--- src/design/plist_pkg.sv ---
// Shared constants and types for the positional list engine.
`timescale 1ns / 1ps

package plist_pkg;

  localparam int unsigned Capacity  = 64;
  localparam int unsigned DataWidth = 32;
  localparam int unsigned AddrW     = $clog2(Capacity);
  localparam int unsigned CountW    = AddrW + 1;

  localparam logic [CountW-1:0] CapCount = CountW'(Capacity);

  typedef enum logic [2:0] {
    REQ_INSERT = 3'd0,
    REQ_DELETE = 3'd1,
    REQ_GET    = 3'd2,
    REQ_SET    = 3'd3,
    REQ_FIND   = 3'd4,
    REQ_CLEAR  = 3'd5
  } req_e;

endpackage

--- src/design/plist_ram.sv ---
// Generic single-write, single-read RAM with a registered read port.
`timescale 1ns / 1ps

module plist_ram #(
  parameter int unsigned Width = 32,
  parameter int unsigned Depth = 64
) (
  input  logic                     clk_i,
  input  logic                     we_i,
  input  logic [$clog2(Depth)-1:0] waddr_i,
  input  logic [Width-1:0]         wdata_i,
  input  logic                     re_i,
  input  logic [$clog2(Depth)-1:0] raddr_i,
  output logic [Width-1:0]         rdata_o
);

  logic [Width-1:0] mem_q [Depth];

  always_ff @(posedge clk_i) begin
    if (we_i) begin
      mem_q[waddr_i] <= wdata_i;
    end
    if (re_i) begin
      rdata_o <= mem_q[raddr_i];
    end
  end

endmodule

--- src/design/positional_list_engine.sv ---
// Get reads the word and then reports; set, clear, append and failed requests report
// straight from the start state. Insert that moves entries and delete walk the entries
// from the end or from the position, and find walks from the front, with one memory read
// and at most one write per cycle. One request is worked on at a time, and the next is
// taken once the engine is back in idle after the result loads.
// Reset empties the list; the word memory is not cleared and needs no sweep.
`timescale 1ns / 1ps

module positional_list_engine import plist_pkg::*; (
  input  logic                 clk_i,
  input  logic                 rst_ni,
  input  logic                 in_valid_i,
  output logic                 in_ready_o,
  input  logic [2:0]           req_type_i,
  input  logic [CountW-1:0]    position_i,
  input  logic [DataWidth-1:0] value_i,
  output logic                 out_valid_o,
  input  logic                 out_ready_i,
  output logic                 ok_o,
  output logic [DataWidth-1:0] data_out_o,
  output logic [AddrW-1:0]     found_index_o,
  output logic [CountW-1:0]    length_o
);

  typedef enum logic [6:0] {
    ST_IDLE     = 7'b0000001,
    ST_START    = 7'b0000010,
    ST_SHIFT_UP = 7'b0000100,
    ST_SHIFT_DN = 7'b0001000,
    ST_SCAN     = 7'b0010000,
    ST_READ     = 7'b0100000,
    ST_DONE     = 7'b1000000
  } state_e;

  state_e state_q, state_d;

  req_e                 kind_q;
  logic [CountW-1:0]    pos_q;
  logic [DataWidth-1:0] word_q;
  logic [CountW-1:0]    cnt_q, cnt_d;
  logic [CountW-1:0]    ptr_q, ptr_d;
  logic [AddrW-1:0]     idx_q, idx_d;
  logic                 pend_q, pend_d;
  logic                 first_q, first_d;
  logic                 ok_q, ok_d;
  logic [DataWidth-1:0] data_q, data_d;
  logic [AddrW-1:0]     found_q, found_d;

  logic                 out_valid_q;
  logic                 out_ok_q;
  logic [DataWidth-1:0] out_data_q;
  logic [AddrW-1:0]     out_found_q;
  logic [CountW-1:0]    out_len_q;
  logic                 out_load;

  logic                 mem_we, mem_re;
  logic [AddrW-1:0]     mem_waddr, mem_raddr;
  logic [DataWidth-1:0] mem_wdata, mem_rdata;

  logic                 accept;
  logic [AddrW-1:0]     pos_a;
  logic [CountW-1:0]    ptr_dec;

  assign in_ready_o = (state_q == ST_IDLE);
  assign accept     = in_valid_i && in_ready_o;
  assign pos_a      = pos_q[AddrW-1:0];
  assign ptr_dec    = ptr_q - CountW'(1);

  plist_ram #(
    .Width (DataWidth),
    .Depth (Capacity)
  ) u_entries (
    .clk_i   (clk_i),
    .we_i    (mem_we),
    .waddr_i (mem_waddr),
    .wdata_i (mem_wdata),
    .re_i    (mem_re),
    .raddr_i (mem_raddr),
    .rdata_o (mem_rdata)
  );

  always_comb begin
    state_d   = state_q;
    cnt_d     = cnt_q;
    ptr_d     = ptr_q;
    idx_d     = idx_q;
    pend_d    = 1'b0;
    first_d   = first_q;
    ok_d      = ok_q;
    data_d    = data_q;
    found_d   = found_q;
    mem_we    = 1'b0;
    mem_waddr = pos_a;
    mem_wdata = word_q;
    mem_re    = 1'b0;
    mem_raddr = pos_a;
    out_load  = 1'b0;

    unique case (state_q)
      ST_IDLE: begin
        if (accept) begin
          state_d = ST_START;
        end
      end
      ST_START: begin
        ok_d    = 1'b0;
        data_d  = '0;
        found_d = '0;
        state_d = ST_DONE;
        case (kind_q)
          REQ_INSERT: begin
            if (pos_q <= cnt_q && cnt_q < CapCount) begin
              if (pos_q == cnt_q) begin
                mem_we = 1'b1;
                cnt_d  = cnt_q + CountW'(1);
                ok_d   = 1'b1;
              end else begin
                ptr_d   = cnt_q;
                state_d = ST_SHIFT_UP;
              end
            end
          end
          REQ_DELETE: begin
            if (pos_q < cnt_q) begin
              ptr_d   = pos_q;
              first_d = 1'b1;
              state_d = ST_SHIFT_DN;
            end
          end
          REQ_GET: begin
            if (pos_q < cnt_q) begin
              mem_re  = 1'b1;
              state_d = ST_READ;
            end
          end
          REQ_SET: begin
            if (pos_q < cnt_q) begin
              mem_we = 1'b1;
              ok_d   = 1'b1;
            end
          end
          REQ_FIND: begin
            if (word_q != '0) begin
              ptr_d   = '0;
              state_d = ST_SCAN;
            end
          end
          REQ_CLEAR: begin
            cnt_d = '0;
            ok_d  = 1'b1;
          end
          default: ;
        endcase
      end
      ST_SHIFT_UP: begin
        // Entry k-1 is read, and written to entry k in the next cycle.
        if (pend_q) begin
          mem_we    = 1'b1;
          mem_waddr = idx_q + AddrW'(1);
          mem_wdata = mem_rdata;
        end
        if (ptr_q > pos_q) begin
          mem_re    = 1'b1;
          mem_raddr = ptr_dec[AddrW-1:0];
          idx_d     = ptr_dec[AddrW-1:0];
          ptr_d     = ptr_dec;
          pend_d    = 1'b1;
        end else if (!pend_q) begin
          mem_we  = 1'b1;
          cnt_d   = cnt_q + CountW'(1);
          ok_d    = 1'b1;
          state_d = ST_DONE;
        end
      end
      ST_SHIFT_DN: begin
        // The first read returns the removed word; later ones move down by one.
        if (pend_q) begin
          if (first_q) begin
            data_d  = mem_rdata;
            first_d = 1'b0;
          end else begin
            mem_we    = 1'b1;
            mem_waddr = idx_q - AddrW'(1);
            mem_wdata = mem_rdata;
          end
        end
        if (ptr_q < cnt_q) begin
          mem_re    = 1'b1;
          mem_raddr = ptr_q[AddrW-1:0];
          idx_d     = ptr_q[AddrW-1:0];
          ptr_d     = ptr_q + CountW'(1);
          pend_d    = 1'b1;
        end else if (!pend_q) begin
          cnt_d   = cnt_q - CountW'(1);
          ok_d    = 1'b1;
          state_d = ST_DONE;
        end
      end
      ST_SCAN: begin
        if (pend_q && mem_rdata == word_q) begin
          ok_d    = 1'b1;
          found_d = idx_q;
          state_d = ST_DONE;
        end else if (ptr_q < cnt_q) begin
          mem_re    = 1'b1;
          mem_raddr = ptr_q[AddrW-1:0];
          idx_d     = ptr_q[AddrW-1:0];
          ptr_d     = ptr_q + CountW'(1);
          pend_d    = 1'b1;
        end else if (!pend_q) begin
          state_d = ST_DONE;
        end
      end
      ST_READ: begin
        data_d  = mem_rdata;
        ok_d    = 1'b1;
        state_d = ST_DONE;
      end
      ST_DONE: begin
        if (!out_valid_q || out_ready_i) begin
          out_load = 1'b1;
          state_d  = ST_IDLE;
        end
      end
      default: state_d = ST_IDLE;
    endcase
  end

  always_ff @(posedge clk_i or negedge rst_ni) begin
    if (!rst_ni) begin
      state_q     <= ST_IDLE;
      cnt_q       <= '0;
      pend_q      <= 1'b0;
      first_q     <= 1'b0;
      out_valid_q <= 1'b0;
    end else begin
      state_q <= state_d;
      cnt_q   <= cnt_d;
      pend_q  <= pend_d;
      first_q <= first_d;
      if (out_load) begin
        out_valid_q <= 1'b1;
      end else if (out_ready_i) begin
        out_valid_q <= 1'b0;
      end
    end
  end

  always_ff @(posedge clk_i) begin
    if (accept) begin
      kind_q <= req_e'(req_type_i);
      pos_q  <= position_i;
      word_q <= value_i;
    end
    ptr_q   <= ptr_d;
    idx_q   <= idx_d;
    ok_q    <= ok_d;
    data_q  <= data_d;
    found_q <= found_d;
    if (out_load) begin
      out_ok_q    <= ok_q;
      out_data_q  <= data_q;
      out_found_q <= found_q;
      out_len_q   <= cnt_q;
    end
  end

  assign out_valid_o   = out_valid_q;
  assign ok_o          = out_ok_q;
  assign data_out_o    = out_data_q;
  assign found_index_o = out_found_q;
  assign length_o      = out_len_q;

  a_count_bound : assert property (@(posedge clk_i) disable iff (!rst_ni)
    cnt_q <= CapCount)
    else $error("list length exceeds capacity");

  a_idle_no_write : assert property (@(posedge clk_i) disable iff (!rst_ni)
    state_q == ST_IDLE |-> !mem_we)
    else $error("memory written while idle");

  a_rw_apart : assert property (@(posedge clk_i) disable iff (!rst_ni)
    mem_we && mem_re |-> mem_waddr != mem_raddr)
    else $error("read and write hit the same entry");

  a_found_ok : assert property (@(posedge clk_i) disable iff (!rst_ni)
    out_valid_o && found_index_o != '0 |-> ok_o)
    else $error("match index reported without success");

  a_accept_start : assert property (@(posedge clk_i) disable iff (!rst_ni)
    accept |=> state_q == ST_START)
    else $error("accepted request not started");

endmodule

--- config.mk ---
export PLATFORM = sky130hd
export DESIGN_NAME = positional_list_engine
export DESIGN_NICKNAME = d
export VERILOG_FILES = /design/src/design/plist_pkg.sv /design/src/design/plist_ram.sv /design/src/design/positional_list_engine.sv
export SDC_FILE = /design/constraint.sdc
export NUM_CORES = 2
export LEC_CHECK = 0
export BUFFER_PORTS_ARGS = -buffer_cell sky130_fd_sc_hd__buf_2
export CORE_UTILIZATION = 61
export CTS_CLUSTER_SIZE = 40
export DETAILED_ROUTE_END_ITERATION = 12
export PLACE_DENSITY = 0.77
export SLEW_MARGIN = 15
export SYNTH_ARGS = -nofsm -noshare
export SYNTH_HDL_FRONTEND = slang
export SYNTH_SLANG_ARGS = --single-unit
--- constraint.sdc ---
create_clock -name clk_i -period 9.14 [get_ports clk_i]
set_clock_uncertainty 0.1 [all_clocks]
set_input_delay 0.457 -clock clk_i [delete_from_list [all_inputs] [get_ports clk_i]]
set_output_delay 0.457 -clock clk_i [all_outputs]
set_load 0.02 [all_outputs]
==> reports/metrics.cfg <==
[status]
status=finished clean

[sta]
rsz0062_at_grt=false
fin_crit_ps=7140
slew_headroom_pct=12.0
maxSlewViolCount=0
whs_ps=43.5
fmax_mhz=140
fin_crit_sh_pct=78.1
fin_setup_tns_ps=0
setup_viol=0
hold_viol_final=0
worst_pin_slew_ps=1310

[synthesis]
synth_edf_count=2220
yosys_warnings=0
yosys.area.top_type=edfxtp_1
yosys-top-cells-area=edfxtp_1 (75%), nand2_1 (7.3%), nand3_1 (4.4%)
async_flop_share_pct=0.760
yosysMostFrequentCell=edfxtp_1
synthFlopType=edfxtp_1
synth.avg_cell_area_um2=13.7
ys_ff_latch=2237
synth_cell_types=71
synth_top_area_share_pct=75.0
synth_cells=6482
syn-num-nets=6555
syn_area_um2=88900
seq_area_frac_synth_pct=75.4
synthTopCellsByCount=edfxtp_1 (2220), nand2_1 (1721), nand3_1 (790)

[cts]
holdBufCountCts=46
cts.path.max_buffers=3
cts_tree=done
clk_latency_ps=850
clk_pin_slew_ps=60
cts.sinks=2237
cts_setup_buffers=0
cts_root_buf=clkbuf_16
cts_buffers=208
cts_resized=0
htree_num_levels=4

[layout]
multi_input_area_um2=20800
fin_nets=6679
fillers=9016
seq_area_um2=67100
layout-drive-gt1-share_pct=10.4
syn_to_final_growth_pct=12.0

[worst_setup_path]
slowest_stage=a32oi_1
cp-start-kind=flip-flop
cp_max_fo=40
cpPeakStageDelay_ps=960
path_cells=xor2_1 > nor4_1 > nand3_1 > or3_1 > nor3_1 > or3_4 > buf_4 > nand3_1 > a32oi_1 > o211ai_1 > or3_1
crit_type=flip-flop to flip-flop
required_ps=9630
crit_buf_inv=1
crit_family=simple AND/OR/NAND/NOR gates
end_kind=flip-flop
critPathArrivalTime_ps=7630

[detailed_routing]
vias=58100
viasPerCell=6.69
wirelength_um=261000
ant_nets=0
drt_iter0_drc=9636
wire_per_inst_um=30.0
drtPass1Iterations=10
drc=0

[floorplanning]
fp.dieArea_um2=147000
std_cell_rows=139
core_area_um2=144000
pin_count=94
start_util_pct=61.7
die_width_um=384
die_y_um=384

[placed_design]
gp_congestion=1.00
port-buffer-count=93
hpwl_um=142000

[global_route]
grtUsageTotal_pct=35.2
grt_max_degree=160
grt_pass1_wl_um=371000
first_global_vias=55700
antenna_found_initial=16
overflow=0

[power]
p_per_area_nw_per_um2=254
p_leak_uw=0.0336
ir_drop_v=0.000191

[job]
maxCapViolations=0

[hold_path]
hp-class=input port to async pin

## report_power, final
group / internal [uW] / switching (uW) / total (uW) / leakage, uW
sequential: 11900 / 143 / 12100 / 0.0202
combinational: 1020 / 3370 / 4390 / 0.0101
clock: 5050 / 3740 / 8790 / 0.00336
total: 18000 / 7250 / 25200 / 0.0336
## worst reg2reg max path, delay by kind of cell, from the launching register on
family,cells,cell delay (ps)
xor+xnor,1,270
flops,1,670
buf+inv,1,590
compound gates,2,1690
simple gates,7,3560
## path summary, 6_finish.rpt
path / startpoint / end / slack (ps) / cells past startpoint
max: u_entries.rdata_o[11]$_DFFE_PP_ / u_entries.rdata_o[10]$_DFFE_PP_ / 2000 / 11
min: rst_ni / state_q[0]$_DFFE_PN1P_ / 40 / 2
max reg2reg: u_entries.rdata_o[11]$_DFFE_PP_ / u_entries.rdata_o[10]$_DFFE_PP_ / 2000 / 11
min reg2reg: data_q[9]$_SDFFCE_PN0P_ / data_out_o[9]$_DFFE_PP_ / 320 / 0
max in group asynchronous: rst_ni / cnt_q[1]$_DFFE_PN0P_ / 7650 / 3
min in group clk_i: value_i[26] / word_q[26]$_DFFE_PP_ / 230 / 2
## cells by family (layout without fill, tap and decap cells)
group,count (synthesis),after routing,synth area share [%]
AOI/OAI and AO/OA,467,467,3.72
other,0,9,0
DFF,2237,2237,75.4
xor gates and xnor gates,37,37,0.364
buffers and inverters,414,708,2.04
and+or+nand+nor,3026,3026,14.9
muxes,274,274,3.19
adders and majority gates,27,27,0.380
## final cells by class
type / instances / area share (%)
Antenna cell: 9 / 0.0226
Clock buffer: 256 / 5.47
Clock inverter: 124 / 1.43
Inverter: 33 / 0.124
Multi-Input combinational cell: 3831 / 20.9
Sequential cell: 2237 / 67.4
Tap cell: 1903 / 2.39
Timing Repair Buffer: 295 / 2.31
## flip-flops by register name (all words and copies together), names as in the netlist
name / cells
ptr_q: 7
out_valid_o: 1
found_index_o: 6
length_o: 7
cnt_q: 7
u_entries.mem_q: 2048
pend_q: 1
first_q: 1
state_q: 7
data_q: 32
u_entries.rdata_o: 32
data_out_o: 32
idx_q: 6
word_q: 32
pos_q: 7
ok_o: 1
ok_q: 1
found_q: 6
kind_q: 3
## stage by stage
stage               std cells  total power [uW]  area [um2]  utilization (%)  setup WS (ps)
detailed placement       8250             16400       92100             63.9           2580
global route             8680             25800       99600             69.0           2040
floorplan                6482             14700       88900                -           4220
CTS                      8676             25100       99500             69.0           2540
global placement         8250             16300       92100             63.9           2650
finish                   8688             25200       99600             69.1           2000
## layer usage
metal	vias up	track usage (%)	part of all wire (%)
met5	-	0	0.019
met4	8	24.0	7.7
met3	898	10.0	15
met2	4631	52.4	44
met1	28300	45.0	33
li1	24300	-	-
## cells in the final DEF, fill, tap and decap left out, types with 63 or more instances in the layout
cell type,Yosys,final
a32oi_1,119,119
clkbuf_16,0,211
nor2_1,180,100
o21ai_0,70,67
a31oi_1,63,63
mux2i_1,264,264
buf_4,18,141
nand2_1,1721,1690
edfxtp_1,2220,2220
buf_2,118,93
nand4_1,114,114
a21oi_1,79,77
nand3_1,790,790
nor2_4,0,67
Note: power is estimated with default switching activity, not from simulation.
